[config.mk]
export PLATFORM = sky130hd
export DESIGN_NAME = cubic_bezier_tessellator_flat
export DESIGN_NICKNAME = d
export VERILOG_FILES = /design/src/sv/cbt_pkg.sv /design/src/sv/cbt_in_if.sv /design/src/sv/cbt_out_if.sv /design/src/sv/cubic_bezier_tessellator.sv /design/src/flat_wrapper.sv
export SDC_FILE = /design/constraint.sdc
export NUM_CORES = 1
export LEC_CHECK = 0
export ABC_CLOCK_PERIOD_IN_PS = 12500
export BUFFER_PORTS_ARGS = -buffer_cell sky130_fd_sc_hd__buf_2
export CAP_MARGIN = 5
export CORE_MARGIN = 10
export CORE_UTILIZATION = 64
export CTS_CLUSTER_SIZE = 24
export DETAILED_ROUTE_END_ITERATION = 6
export GPL_TIMING_DRIVEN = 0
export HOLD_SLACK_MARGIN = 0.02
export PLACE_DENSITY = 0.82
export REMOVE_ABC_BUFFERS = 1
export SLEW_MARGIN = 0
export SYNTH_ARGS = -nofsm -noshare
export SYNTH_HDL_FRONTEND = slang
export SYNTH_SLANG_ARGS = --single-unit
[constraint.sdc]
create_clock -name i_clk -period 12.5 [get_ports i_clk]
set_input_delay 0.625 -clock i_clk [delete_from_list [all_inputs] [get_ports i_clk]]
set_output_delay 0.625 -clock i_clk [all_outputs]
set_load 0.01 [all_outputs]
[src/sv/cbt_pkg.sv]
package cbt_pkg;

    localparam int OUT_W  = 14;
    localparam int STEP_W = 6;
    localparam int TAB_N  = 2 ** STEP_W;
    localparam int APB_AW = 3;
    localparam int APB_DW = 32;

    localparam logic REG_C1_IDX = 1'b0;

    localparam logic MODE_ADD   = 1'b0;
    localparam logic MODE_ERASE = 1'b1;

    typedef enum logic [2:0] {
        ST_IDLE,
        ST_MAC,
        ST_RECIP,
        ST_DIV,
        ST_FIX,
        ST_LOAD
    } t_state;

    // bernstein weight k at step j, scaled by s^3
    function automatic longint bz_weight(input int k, input int j, input int s);
        longint u;
        longint jj;
        longint w;
        u  = longint'(s - j);
        jj = longint'(j);
        w  = 0;
        if (j <= s) begin
            case (k)
                0:       w = u * u * u;
                1:       w = 3 * u * u * jj;
                2:       w = 3 * u * jj * jj;
                default: w = jj * jj * jj;
            endcase
        end
        return w;
    endfunction

endpackage

[src/sv/cbt_in_if.sv]
interface cbt_in_if #(
    parameter int COORD_BITS = 12
) ();
    logic                  valid;
    logic                  ready;
    logic                  mode;
    logic [COORD_BITS-1:0] pos_x;
    logic [COORD_BITS-1:0] pos_y;

    modport source (output valid, output mode, output pos_x, output pos_y, input ready);
    modport sink   (input valid, input mode, input pos_x, input pos_y, output ready);
endinterface

[src/sv/cbt_out_if.sv]
interface cbt_out_if import cbt_pkg::*; ();
    logic                    valid;
    logic                    ready;
    logic signed [OUT_W-1:0] curve_x;
    logic signed [OUT_W-1:0] curve_y;
    logic [STEP_W-1:0]       step_index;
    logic                    last;

    modport source (output valid, output curve_x, output curve_y, output step_index,
                    output last, input ready);
    modport sink   (input valid, input curve_x, input curve_y, input step_index,
                    input last, output ready);
endinterface

[src/sv/cubic_bezier_tessellator.sv]
// cubic bezier tessellator
// i_in carries one word per control point (mode, pos_x, pos_y); mode erase
// drops all stored points. every third point after the first closes a cubic
// segment and o_out then delivers SEGMENTS+1 words (curve_x, curve_y,
// step_index, last), with last set on the final word of the segment.
// c1_enable sits at apb byte address 0; pready is always high.
// a point that closes no segment, an erase and a point past capacity leave
// the block idle, so i_in stays ready.
// for a closing point, each curve point goes through the mac, reciprocal,
// divide and fix steps for x, then for y, and then the load step. each coordinate
// runs six passes through the one shared multiplier (four weight products,
// a reciprocal product and a back-multiply for the rounding correction).
// the output register holds a finished word while o_out stalls; the next
// point is computed meanwhile and waits in the load step, and i_in stays
// low until the final word of the segment has been loaded into the output register.
// reset clears the point count, c1_enable and the output valid.
module cubic_bezier_tessellator import cbt_pkg::*; #(
    parameter int MAX_POINTS = 1024,
    parameter int SEGMENTS   = 32,
    parameter int COORD_BITS = 12
) (
    input  logic              i_clk,
    input  logic              i_rst_n,
    cbt_in_if.sink            i_in,
    cbt_out_if.source         o_out,
    input  logic              psel,
    input  logic              penable,
    input  logic              pwrite,
    input  logic [APB_AW-1:0] paddr,
    input  logic [APB_DW-1:0] pwdata,
    output logic [APB_DW-1:0] prdata,
    output logic              pready
);

    localparam longint CUBE  = longint'(SEGMENTS) * SEGMENTS * SEGMENTS;
    localparam int     WW    = $clog2(CUBE + 1);
    localparam longint DIVC  = 2 * CUBE;
    localparam int     DW    = $clog2(DIVC + 1);
    localparam int     NW    = COORD_BITS + 3 + WW;
    localparam longint RECIP = (longint'(1) << NW) / DIVC;
    localparam int     MW    = $clog2(RECIP + 1);
    localparam int     QW    = COORD_BITS + 2;
    localparam int     PW    = COORD_BITS + 2;
    localparam int     NUM_W = PW + WW + 2;
    localparam int     TW    = NUM_W + 2;
    localparam longint OFS   = CUBE + (longint'(1) << COORD_BITS) * DIVC;
    localparam int     AW    = NW + 1;
    localparam int     BW0   = (WW > MW) ? WW : MW;
    localparam int     BW    = ((BW0 > DW) ? BW0 : DW) + 1;
    localparam int     PRW   = AW + BW;
    localparam int     RW    = (QW + 1 > OUT_W) ? QW + 1 : OUT_W;
    localparam int     CNT_W = $clog2(MAX_POINTS + 1);

    localparam logic [2:0]  K_LAST  = 3'd4;
    localparam logic        COORD_X = 1'b0;
    localparam logic        COORD_Y = 1'b1;
    localparam logic [NW:0] REM_LIM = (NW + 1)'(2 * DIVC);

    t_state r_state, n_state;

    logic [CNT_W-1:0]      r_count, n_count;
    logic [1:0]            r_phase, n_phase;
    logic                  r_c1, n_c1;
    logic                  r_ovalid, n_ovalid;

    logic [COORD_BITS-1:0] r_hx [4];
    logic [COORD_BITS-1:0] n_hx [4];
    logic [COORD_BITS-1:0] r_hy [4];
    logic [COORD_BITS-1:0] n_hy [4];
    logic signed [PW-1:0]  r_ctl_x [4];
    logic signed [PW-1:0]  n_ctl_x [4];
    logic signed [PW-1:0]  r_ctl_y [4];
    logic signed [PW-1:0]  n_ctl_y [4];

    logic [STEP_W-1:0]       r_j, n_j;
    logic [2:0]              r_k, n_k;
    logic                    r_coord, n_coord;
    logic signed [NUM_W-1:0] r_acc, n_acc;
    logic [NW-1:0]           r_n, n_n;
    logic [QW-1:0]           r_q, n_q;
    logic signed [PRW-1:0]   r_prod;
    logic [OUT_W-1:0]        r_res_x, n_res_x;
    logic [OUT_W-1:0]        r_res_y, n_res_y;
    logic [OUT_W-1:0]        r_ocx, n_ocx;
    logic [OUT_W-1:0]        r_ocy, n_ocy;
    logic [STEP_W-1:0]       r_ostep, n_ostep;
    logic                    r_olast, n_olast;

    logic [WW-1:0]           w_tab [4][TAB_N];
    logic signed [AW-1:0]    w_mul_a;
    logic signed [BW-1:0]    w_mul_b;
    logic signed [PRW-1:0]   w_prod;
    logic signed [NUM_W-1:0] w_sum;
    logic signed [TW-1:0]    w_tmp;
    logic [NW-1:0]           w_rem;
    logic                    w_ge;
    logic [QW:0]             w_q;
    logic [RW-1:0]           w_res;
    logic                    w_accept;
    logic                    w_close;
    logic                    w_load;
    logic                    w_cfg_wr;

    // weight tables, fixed at elaboration
    for (genvar gk = 0; gk < 4; gk++) begin : g_wk
        for (genvar gj = 0; gj < TAB_N; gj++) begin : g_wj
            assign w_tab[gk][gj] = WW'(bz_weight(gk, gj, SEGMENTS));
        end
    end

    assign i_in.ready = (r_state == ST_IDLE);
    assign w_accept   = i_in.valid && i_in.ready;
    assign w_close    = (r_count >= CNT_W'(3)) && (r_phase == 2'd0);
    assign w_load     = (r_state == ST_LOAD) && (!r_ovalid || o_out.ready);
    assign w_cfg_wr   = psel && penable && pwrite && pready;

    assign pready = 1'b1;
    assign prdata = (paddr[APB_AW-1] == REG_C1_IDX) ? APB_DW'(r_c1) : '0;

    assign o_out.valid      = r_ovalid;
    assign o_out.curve_x    = r_ocx;
    assign o_out.curve_y    = r_ocy;
    assign o_out.step_index = r_ostep;
    assign o_out.last       = r_olast;

    // shared multiplier operand select
    always_comb begin
        w_mul_a = '0;
        w_mul_b = '0;
        unique case (r_state)
            ST_MAC: begin
                if (r_k != K_LAST) begin
                    w_mul_a = AW'((r_coord == COORD_X) ? r_ctl_x[r_k[1:0]]
                                                       : r_ctl_y[r_k[1:0]]);
                    w_mul_b = BW'(w_tab[r_k[1:0]][r_j]);
                end
            end
            ST_RECIP: begin
                w_mul_a = AW'(r_n);
                w_mul_b = BW'(RECIP);
            end
            ST_DIV: begin
                w_mul_a = AW'(r_prod[NW +: QW]);
                w_mul_b = BW'(DIVC);
            end
            default: ;
        endcase
    end

    assign w_prod = w_mul_a * w_mul_b;

    // rounding: offset keeps the dividend positive, quotient off by at most one
    assign w_sum = r_acc + $signed(r_prod[NUM_W-1:0]);
    assign w_tmp = (TW'(w_sum) <<< 1) + TW'(OFS);
    assign w_rem = r_n - r_prod[NW-1:0];
    assign w_ge  = (w_rem >= NW'(DIVC));
    assign w_q   = {1'b0, r_q} + (QW + 1)'(w_ge);
    assign w_res = RW'(w_q) - RW'(longint'(1) << COORD_BITS);

    always_comb begin
        n_state  = r_state;
        n_count  = r_count;
        n_phase  = r_phase;
        n_c1     = r_c1;
        n_hx     = r_hx;
        n_hy     = r_hy;
        n_ctl_x  = r_ctl_x;
        n_ctl_y  = r_ctl_y;
        n_j      = r_j;
        n_k      = r_k;
        n_coord  = r_coord;
        n_acc    = r_acc;
        n_n      = r_n;
        n_q      = r_q;
        n_res_x  = r_res_x;
        n_res_y  = r_res_y;
        n_ocx    = r_ocx;
        n_ocy    = r_ocy;
        n_ostep  = r_ostep;
        n_olast  = r_olast;
        n_ovalid = (r_ovalid && o_out.ready) ? 1'b0 : r_ovalid;

        if (w_cfg_wr && (paddr[APB_AW-1] == REG_C1_IDX)) begin
            n_c1 = pwdata[0];
        end

        if (w_load) begin
            n_ovalid = 1'b1;
            n_ocx    = r_res_x;
            n_ocy    = r_res_y;
            n_ostep  = r_j;
            n_olast  = (r_j == STEP_W'(SEGMENTS));
        end

        unique case (r_state)
            ST_IDLE: begin
                if (w_accept) begin
                    if (i_in.mode == MODE_ERASE) begin
                        n_count = '0;
                        n_phase = 2'd0;
                    end else if (r_count < CNT_W'(MAX_POINTS)) begin
                        if (w_close) begin
                            n_ctl_x[0] = $signed({2'b00, r_hx[1]});
                            n_ctl_y[0] = $signed({2'b00, r_hy[1]});
                            n_ctl_x[2] = $signed({2'b00, r_hx[3]});
                            n_ctl_y[2] = $signed({2'b00, r_hy[3]});
                            n_ctl_x[3] = $signed({2'b00, i_in.pos_x});
                            n_ctl_y[3] = $signed({2'b00, i_in.pos_y});
                            if (r_c1 && (r_count >= CNT_W'(6))) begin
                                n_ctl_x[1] = $signed({1'b0, r_hx[1], 1'b0})
                                           - $signed({2'b00, r_hx[0]});
                                n_ctl_y[1] = $signed({1'b0, r_hy[1], 1'b0})
                                           - $signed({2'b00, r_hy[0]});
                            end else begin
                                n_ctl_x[1] = $signed({2'b00, r_hx[2]});
                                n_ctl_y[1] = $signed({2'b00, r_hy[2]});
                            end
                            n_j     = '0;
                            n_k     = '0;
                            n_coord = COORD_X;
                            n_state = ST_MAC;
                        end
                        n_hx[0] = r_hx[1];
                        n_hx[1] = r_hx[2];
                        n_hx[2] = r_hx[3];
                        n_hx[3] = i_in.pos_x;
                        n_hy[0] = r_hy[1];
                        n_hy[1] = r_hy[2];
                        n_hy[2] = r_hy[3];
                        n_hy[3] = i_in.pos_y;
                        n_count = r_count + CNT_W'(1);
                        n_phase = (r_phase == 2'd2) ? 2'd0 : r_phase + 2'd1;
                    end
                end
            end
            ST_MAC: begin
                n_acc = (r_k == 3'd0) ? '0 : w_sum;
                if (r_k == K_LAST) begin
                    n_n     = w_tmp[NW-1:0];
                    n_state = ST_RECIP;
                end else begin
                    n_k = r_k + 3'd1;
                end
            end
            ST_RECIP: begin
                n_state = ST_DIV;
            end
            ST_DIV: begin
                n_q     = r_prod[NW +: QW];
                n_state = ST_FIX;
            end
            ST_FIX: begin
                if (r_coord == COORD_X) begin
                    n_res_x = w_res[OUT_W-1:0];
                    n_coord = COORD_Y;
                    n_k     = '0;
                    n_state = ST_MAC;
                end else begin
                    n_res_y = w_res[OUT_W-1:0];
                    n_state = ST_LOAD;
                end
            end
            ST_LOAD: begin
                if (w_load) begin
                    if (r_j == STEP_W'(SEGMENTS)) begin
                        n_state = ST_IDLE;
                    end else begin
                        n_j     = r_j + STEP_W'(1);
                        n_k     = '0;
                        n_coord = COORD_X;
                        n_state = ST_MAC;
                    end
                end
            end
            default: begin
                n_state = ST_IDLE;
            end
        endcase
    end

    always_ff @(posedge i_clk) begin
        if (!i_rst_n) begin
            r_state <= ST_IDLE;
        end else begin
            r_state <= n_state;
        end
    end

    always_ff @(posedge i_clk) begin
        if (!i_rst_n) begin
            r_count  <= '0;
            r_phase  <= 2'd0;
            r_c1     <= 1'b0;
            r_ovalid <= 1'b0;
        end else begin
            r_count  <= n_count;
            r_phase  <= n_phase;
            r_c1     <= n_c1;
            r_ovalid <= n_ovalid;
        end
    end

    always_ff @(posedge i_clk) begin
        r_hx    <= n_hx;
        r_hy    <= n_hy;
        r_ctl_x <= n_ctl_x;
        r_ctl_y <= n_ctl_y;
        r_j     <= n_j;
        r_k     <= n_k;
        r_coord <= n_coord;
        r_acc   <= n_acc;
        r_n     <= n_n;
        r_q     <= n_q;
        r_prod  <= w_prod;
        r_res_x <= n_res_x;
        r_res_y <= n_res_y;
        r_ocx   <= n_ocx;
        r_ocy   <= n_ocy;
        r_ostep <= n_ostep;
        r_olast <= n_olast;
    end

    a_rem_bound: assert property (@(posedge i_clk) disable iff (!i_rst_n)
        (r_state == ST_FIX) |-> ({1'b0, w_rem} < REM_LIM))
        else $error("rounding remainder out of range");

    a_count_cap: assert property (@(posedge i_clk) disable iff (!i_rst_n)
        r_count <= CNT_W'(MAX_POINTS))
        else $error("point count beyond capacity");

    a_last_step: assert property (@(posedge i_clk) disable iff (!i_rst_n)
        o_out.valid |-> (o_out.last == (o_out.step_index == STEP_W'(SEGMENTS))))
        else $error("last flag does not match step index");

    a_seg_start: assert property (@(posedge i_clk) disable iff (!i_rst_n)
        (w_accept && (i_in.mode == MODE_ADD) && (r_count < CNT_W'(MAX_POINTS)) && w_close)
        |=> ((r_state == ST_MAC) && (r_j == '0) && !i_in.ready))
        else $error("closing point did not start a segment");

endmodule
[src/flat_wrapper.sv]
// flat-port wrapper written by rule: the top's interface ports become plain ports
module cubic_bezier_tessellator_flat import cbt_pkg::*;
#(
    parameter int MAX_POINTS = 1024,
    parameter int SEGMENTS   = 32,
    parameter int COORD_BITS = 12
)
  (i_clk, i_rst_n, psel, penable, pwrite, paddr, pwdata, prdata, pready, i_in_valid, i_in_mode, i_in_pos_x, i_in_pos_y, i_in_ready, o_out_valid, o_out_curve_x, o_out_curve_y, o_out_step_index, o_out_last, o_out_ready);
  cbt_in_if #(.COORD_BITS(COORD_BITS)) i_in_i ();
  cbt_out_if o_out_i ();
  input  logic i_clk;
  input  logic i_rst_n;
  input  logic psel;
  input  logic penable;
  input  logic pwrite;
  input  logic [APB_AW-1:0] paddr;
  input  logic [APB_DW-1:0] pwdata;
  output logic [APB_DW-1:0] prdata;
  output logic pready;
  input wire logic [$bits(i_in_i.valid)-1:0] i_in_valid;
  input wire logic [$bits(i_in_i.mode)-1:0] i_in_mode;
  input wire logic [$bits(i_in_i.pos_x)-1:0] i_in_pos_x;
  input wire logic [$bits(i_in_i.pos_y)-1:0] i_in_pos_y;
  output wire logic [$bits(i_in_i.ready)-1:0] i_in_ready;
  output wire logic [$bits(o_out_i.valid)-1:0] o_out_valid;
  output wire logic [$bits(o_out_i.curve_x)-1:0] o_out_curve_x;
  output wire logic [$bits(o_out_i.curve_y)-1:0] o_out_curve_y;
  output wire logic [$bits(o_out_i.step_index)-1:0] o_out_step_index;
  output wire logic [$bits(o_out_i.last)-1:0] o_out_last;
  input wire logic [$bits(o_out_i.ready)-1:0] o_out_ready;
  assign i_in_i.valid = i_in_valid;
  assign i_in_i.mode = i_in_mode;
  assign i_in_i.pos_x = i_in_pos_x;
  assign i_in_i.pos_y = i_in_pos_y;
  assign i_in_ready = i_in_i.ready;
  assign o_out_valid = o_out_i.valid;
  assign o_out_curve_x = o_out_i.curve_x;
  assign o_out_curve_y = o_out_i.curve_y;
  assign o_out_step_index = o_out_i.step_index;
  assign o_out_last = o_out_i.last;
  assign o_out_i.ready = o_out_ready;
  cubic_bezier_tessellator #(.MAX_POINTS(MAX_POINTS), .SEGMENTS(SEGMENTS), .COORD_BITS(COORD_BITS)) u_core (.i_clk(i_clk), .i_rst_n(i_rst_n), .i_in(i_in_i), .o_out(o_out_i), .psel(psel), .penable(penable), .pwrite(pwrite), .paddr(paddr), .pwdata(pwdata), .prdata(prdata), .pready(pready));
endmodule
==> results.cfg, run 1 <==
[status]
outcome = finished, violations left
violations = DRC

[layout]
nFillCells = 3934
area_growth_pct = 8.807
seqCellArea_um2 = 11560
fin_cells = 4595
final_area_um2 = 41060
multi_input_area_um2 = 22940
design.final.nets = 4554
drive_above_1_share = 0.08801
fin_util = 0.7075

[setup_path]
crit_type = flip-flop to flip-flop
path_buf_inv = 7
critPathCaptureType = flip-flop
r2r-start = u_core.r_k[1]
critical-path-max-stage-delay_ps = 830
path_depth = 27
cp_slowest_cell = edfxtp_1
crit_end = u_core.r_prod[42]
cp_top_family = adder cells
required_ps = 12920
cp.arrival_ps = 12230
r2r-end = u_core.r_prod[42]
reg2regPathDepth = 27
reg2reg_slack_ps = 680
crit_path_max_fanout = 52
cp-start-kind = flip-flop
path_common_cell = fa_1
critPathLaunch = u_core.r_k[1]

[job]
max_cap_viol_count = 0

[grt]
grt_start_max_net_pins = 86
groute.usage.overall = 0.2815
antenna_found_initial = 1
grt_first_pass_wirelength_um = 155900
grt_pass1_vias = 29057
grt_overflow = 0

[sta]
min_period_ps = 11820
tightest_slew_ps = 1370
rsz0062_at_grt = no
finalSetupViolations = 0
slew_headroom = 0.08313
hold_viol_final = 0
clock_skew_ps = 35.58
fin_crit_sh = 0.9454
clock.fmax_ghz = 0.08462
slew_violations = 0

[die]
start_util = 0.6503
coreArea_um2 = 58030
die_x_um = 262.8
num_rows = 88
dieArea_um2 = 69070
die_y_um = 262.8
top_level_ports = 137

[pwr]
power.leakage_uw = 0.01802
total_power_uw = 3311
ir_drop_uv = 134.7
p_per_area_nw_per_um2 = 80.66

[cts]
cts.clk_slew.worst_paths_ps = 80
cts_num_sinks = 406
insertion_delay_ps = 610
cts_tree = done
clockRootBuffer = clkbuf_16
clock_path_buffers = 3
cts_buffers = 43
htreeDepth = 2
post-cts-setup-buffers = 0

[synth]
ys_ff_latch = 406
synth_edf_count = 343
yosys_warnings = 0
postSynth.asyncResetShare = 0
syn_inst = 3758
synth_top_flop_cell = edfxtp_1
synth_area_um2 = 37730
synth_seq_area_share = 0.3064
ys_types = 94
avgSynthCellArea_um2 = 10.04

[placed_design]
post_dp_cell_area_um2 = 39460
gp_congestion = 0.9803
portBuffers = 71
post-place-cells = 4510
hpwl_um = 72730

[drt]
drt_iter0_drc = 3205
vias_per_cell = 6.042
drc = 2
vias = 27764
ant_nets = 0
routed_wl_um = 97240
avgRoutedWirePerCell_um = 21.16
firstDrtPassIters = 7

[min_path]
hold_path.startpoint = i_in_pos_x[9]
hp-class = input port to flip-flop
## synth_stat cells, drive strengths merged (5+ instances only)
library cell / n / area share
a31oi: 20 / 0.0033
edfxtp: 343 / 0.27
a21o: 46 / 0.0092
o41ai: 6 / 0.0019
a221oi: 16 / 0.0039
o211ai: 24 / 0.0052
or3: 19 / 0.0033
a311oi: 12 / 0.0031
o21bai: 5 / 0.00099
o221ai: 5 / 0.0012
and2: 23 / 0.0038
nand2: 291 / 0.029
nor2b: 52 / 0.0086
nand2b: 56 / 0.0093
and3: 13 / 0.0022
o21a: 12 / 0.0024
or2: 11 / 0.0018
nand3: 42 / 0.0060
ha: 207 / 0.069
a41oi: 5 / 0.0014
o31ai: 14 / 0.0028
mux4: 30 / 0.018
nor4: 14 / 0.0031
xor2: 44 / 0.010
o21ai: 128 / 0.017
a21boi: 12 / 0.0024
a211o: 8 / 0.0019
fa: 486 / 0.26
buf: 76 / 0.013
nor2: 440 / 0.044
o22ai: 7 / 0.0012
nor3: 38 / 0.0050
dfxtp: 63 / 0.033
a211oi: 26 / 0.0060
mux2i: 9 / 0.0024
a21oi: 140 / 0.019
xnor2: 90 / 0.021
inv: 723 / 0.072
nor3b: 6 / 0.0012
nand4: 15 / 0.0025
clkbuf: 113 / 0.011
mux2: 13 / 0.0039
## per-stage QoR
stage | TNS, ps | hold slack (ps) | setup slack (ps)
after floorplan | 0 | 400.0 | 244.7
after global placement | -448840 | 401.1 | -4872
after detailed placement | 0 | 404.5 | 432.1
after CTS | 0 | 189.5 | 254.8
after global routing | 0 | 199.4 | 254.1
final | 0 | 204.9 | 681.9
## worst min path at each step
| stage | end | slack (ps) | cells after the start |
|---|---|---|---|
| global route | u_core.r_ctl_x[9] | 200 | 1 |
| floorplan | u_core.r_q[0] | 400 | 0 |
| detailed placement | u_core.o_out.curve_x[10] | 400 | 0 |
| finish | u_core.r_ctl_x[9] | 200 | 1 |
| CTS | u_core.r_hx[4] | 190 | 1 |
| global placement | u_core.o_out.curve_x[4] | 400 | 0 |
## layout by cell type, fill, tap and decap left out, types with 12 or more instances in the layout
cell type,instances
a211oi_1,19
a21o_1,45
a21oi_1,133
a221oi_2,12
a31oi_1,20
and2_1,23
and3_1,12
buf_16,20
buf_2,71
buf_4,18
buf_6,17
clkbuf_16,46
conb_1,46
dfxtp_1,63
edfxtp_1,343
fa_1,486
ha_1,207
inv_1,722
mux2_2,13
mux4_2,30
nand2_1,290
nand2b_1,56
nand3_1,38
nand4_1,15
nor2_1,432
nor2b_1,49
nor3_1,36
o211ai_1,21
o21a_1,12
o21ai_0,121
o31ai_1,13
or3_1,18
xnor2_1,89
xor2_1,44
## registers in the layout, summed over array words and instances (netlist names), 30 cells and up
register and cells:
u_core.r_n 30, u_core.r_acc 30, u_core.r_prod 45, u_core.r_hy 48, u_core.r_ctl_x 50, u_core.r_ctl_y 50
u_core.r_hx 48
## power by group
group / total [µW] / switching, µW / internal (µW)
Combinational: 445 / 281 / 165
Clock: 1320 / 577 / 745
Sequential: 1540 / 36.8 / 1510
## kinds of logic (layout without fill, tap and decap cells)
group           Yosys count  after routing  share of synthesized area
flops                   406            406                     0.3064
other cells               2             47                  0.0001990
fa+ha+maj               693            693                     0.3265
simple gates           1033           1034                     0.1227
buf+inv                 916            942                    0.09630
compound gates          522            522                    0.09245
mux                      52             52                    0.02417
xor+xnor                134            134                    0.03130
## cell type report
class / count / share of cell area
clock inverters: 20 / 0.005272
diodes: 1 / 0.00006095
multi-input cells: 2481 / 0.5587
flip-flops and latches: 406 / 0.2816
inverters: 727 / 0.06662
clock buffers: 60 / 0.03078
well taps: 765 / 0.02331
repair buffers: 135 / 0.03368
## repair_timing
action,in CTS,in global routing
endpoints found under the setup margin,0,6
gates resized for setup,0,4
hold buffers,0,0
## worst register-to-register path: stages, from the launching register on
cell and delay (ps):
edfxtp_1 830, inv_1 450, ha_1 630, a21oi_4 700, nand3_1 500, nor2_4 580, buf_12 270, clkinv_2 700
nor2_2 670, fa_1 470, inv_1 110, fa_1 460, fa_1 550, inv_1 60, fa_1 500, fa_1 570
inv_1 60, fa_1 610, inv_1 70, ha_1 360, o21ai_0 120, a22oi_1 230, o211ai_1 260, o31ai_2 590
a21oi_1 260, o211ai_1 310, nand2_1 140, o311ai_0 570
## layer usage
layer	track usage	part of all wire	up-vias
met5	0	0	-
met4	0.1258	0.050	0
met3	0.08901	0.13	382
met2	0.4433	0.46	1751
met1	0.3528	0.36	13508
li1	-	-	12123
Note: power is estimated with default switching activity, not from simulation.
==> run 2, diff against run 1 <==
RECOVER_POWER = 25   (was not set)
==> results.cfg, run 2 (synthesis gave the netlist of run 1 again) <==
[sta]
finalSetupViolations = 0
slew_headroom = 0.1056
clock_skew_ps = 34.35
rsz0062_at_grt = no
tightest_slew_ps = 1337
hold_viol_final = 0
fin_crit_sh = 0.9438
setup_slack_ps = 703.1
clock.fmax_ghz = 0.08477
slew_violations = 0
min_period_ps = 11800

[die]
top_level_ports = 137
die_y_um = 262.8
die_x_um = 262.8
num_rows = 88
coreArea_um2 = 58030
dieArea_um2 = 69070
start_util = 0.6503

[cts]
cts_buffers = 43
htreeDepth = 2
cts_num_sinks = 406
clockRootBuffer = clkbuf_16
insertion_delay_ps = 610
cts.clk_slew.worst_paths_ps = 80
clock_path_buffers = 3
cts_tree = done

[min_path]
hold_path.startpoint = i_in_pos_x[9]
hold_end = u_core.r_ctl_x[9]
hp-class = input port to flip-flop
hold_path_depth = 1

[setup_path]
reg2regPathDepth = 27
cp-start-kind = flip-flop
crit_type = flip-flop to flip-flop
cp.arrival_ps = 12220
critPathCaptureType = flip-flop
path_common_cell = fa_1
critical-path-max-stage-delay_ps = 820
r2r-start = u_core.r_k[1]
cp_slowest_cell = edfxtp_1
required_ps = 12920
r2r-end = u_core.r_prod[42]
cp_top_family = adder cells
reg2reg_slack_ps = 700
path_buf_inv = 7
crit_path_max_fanout = 52

[drt]
drc = 3
vias_per_cell = 6.045
firstDrtPassIters = 7
ant_nets = 0
routed_wl_um = 97070
drt_iter0_drc = 3071
avgRoutedWirePerCell_um = 21.13
vias = 27771

[layout]
fin_util = 0.7072
final_common_cell = inv_1
nFillCells = 3944
fin_cells = 4594
antenna_cells = 0
drive_above_1_share = 0.08488
design.final.nets = 4554
area_growth_pct = 8.761
top_regs = u_core.r_ctl_x x50, u_core.r_ctl_y x50
final_cell_mix = inv_1, fa_1, nor2_1, edfxtp_1, nand2_1
multi_input_area_um2 = 22940
seqCellArea_um2 = 11560

[grt]
grt_first_pass_wirelength_um = 155900
grt_start_max_net_pins = 86
groute.usage.overall = 0.2815
grt_use_met2 = 0.4433
use_met3 = 0.08901
grt.busiest_layer = met2
antenna_found_initial = 1
grt_overflow = 0
use_met1 = 0.3528
grt_pass1_vias = 29057

[pwr]
p_per_area_nw_per_um2 = 80.71
ir_drop_uv = 134.9
p_int_uw = 2417
power.leakage_uw = 0.01799
seq_power_share = 0.466
switching_power_uw = 895.4
total_power_uw = 3312
pwr-share-comb = 0.134
clkPwrFrac = 0.400
swShare = 0.2703

[placed_design]
gp_congestion = 0.9803
portBuffers = 71
pre_cts_slack_ps = 432.1
hpwl_um = 72730
post-place-cells = 4510

[status]
violations = DRC
outcome = finished, violations left

[job]
max_cap_viol_count = 0
[run 2: area by class of cell]
class | instances | area share
tap | 765 | 0.02332
sequential | 406 | 0.2817
clock inverter | 20 | 0.005275
timing repair buffer | 135 | 0.03332
multi-input combinational | 2481 | 0.5589
clock buffer | 60 | 0.03079
inverter | 727 | 0.06665
[run 2: power groups by stage]
stage / clock network [µW] / logic, µW / registers, µW
2_1_floorplan: 0 / 261 / 1570
3_3_place_gp: 0 / 354 / 1590
3_5_place_dp: 0 / 421 / 1570
4_1_cts: 1340 / 427 / 1540
5_1_grt: 1390 / 477 / 1550
6_report: 1320 / 444 / 1540
[run 2: through the flow]
step	setup TNS, ps	cell area, µm²	hold WS (ps)
2_1_floorplan	0	36990	400.0
3_3_place_gp	-448840	38310	401.1
3_5_place_dp	0	39460	404.5
4_1_cts	0	40940	189.5
5_1_grt	0	41040	199.4
6_report	0	41040	202.6
[run 2: metal layers]
layer / vias up / wire length [µm] / part of all wire
li1: 12131 / - / -
met4: 2 / 4824 / 0.050
met3: 403 / 12450 / 0.13
met2: 1707 / 44800 / 0.46
met5: - / 13 / 0.00013
met1: 13528 / 34980 / 0.36
[run 2: repair_timing]
item | in CTS | in global routing
gates resized for setup | 0 | 4
buffers inserted | 0 | 0
hold buffers | 0 | 0
endpoints found under the setup margin | 0 | 6
[run 2: worst max path at each step]
| stage | from | to | cells after the start |
|---|---|---|---|
| finish | u_core.r_k[1] | u_core.r_prod[42] | 27 |
| global route | u_core.r_k[1] | u_core.r_prod[42] | 27 |
| CTS | u_core.r_k[1] | u_core.r_prod[42] | 27 |
| detailed placement | u_core.r_k[1] | u_core.r_prod[42] | 27 |
| global placement | u_core.r_k[1] | u_core.r_prod[42] | 26 |
| floorplan | u_core.r_k[0] | u_core.r_prod[41] | 28 |
[run 2: worst register-to-register path: stages (launching register included)]
cell	delay (ps)
edfxtp_1	820
inv_1	450
ha_1	630
a21oi_4	710
nand3_1	490
nor2_4	570
buf_12	270
clkinv_2	680
nor2_2	660
fa_1	470
inv_1	110
fa_1	460
fa_1	550
inv_1	60
fa_1	500
fa_1	570
inv_1	60
fa_1	620
inv_1	70
ha_1	360
o21ai_0	120
a22oi_1	230
o211ai_1	250
o31ai_2	620
a21oi_1	270
o211ai_1	310
nand2_1	150
o311ai_0	560
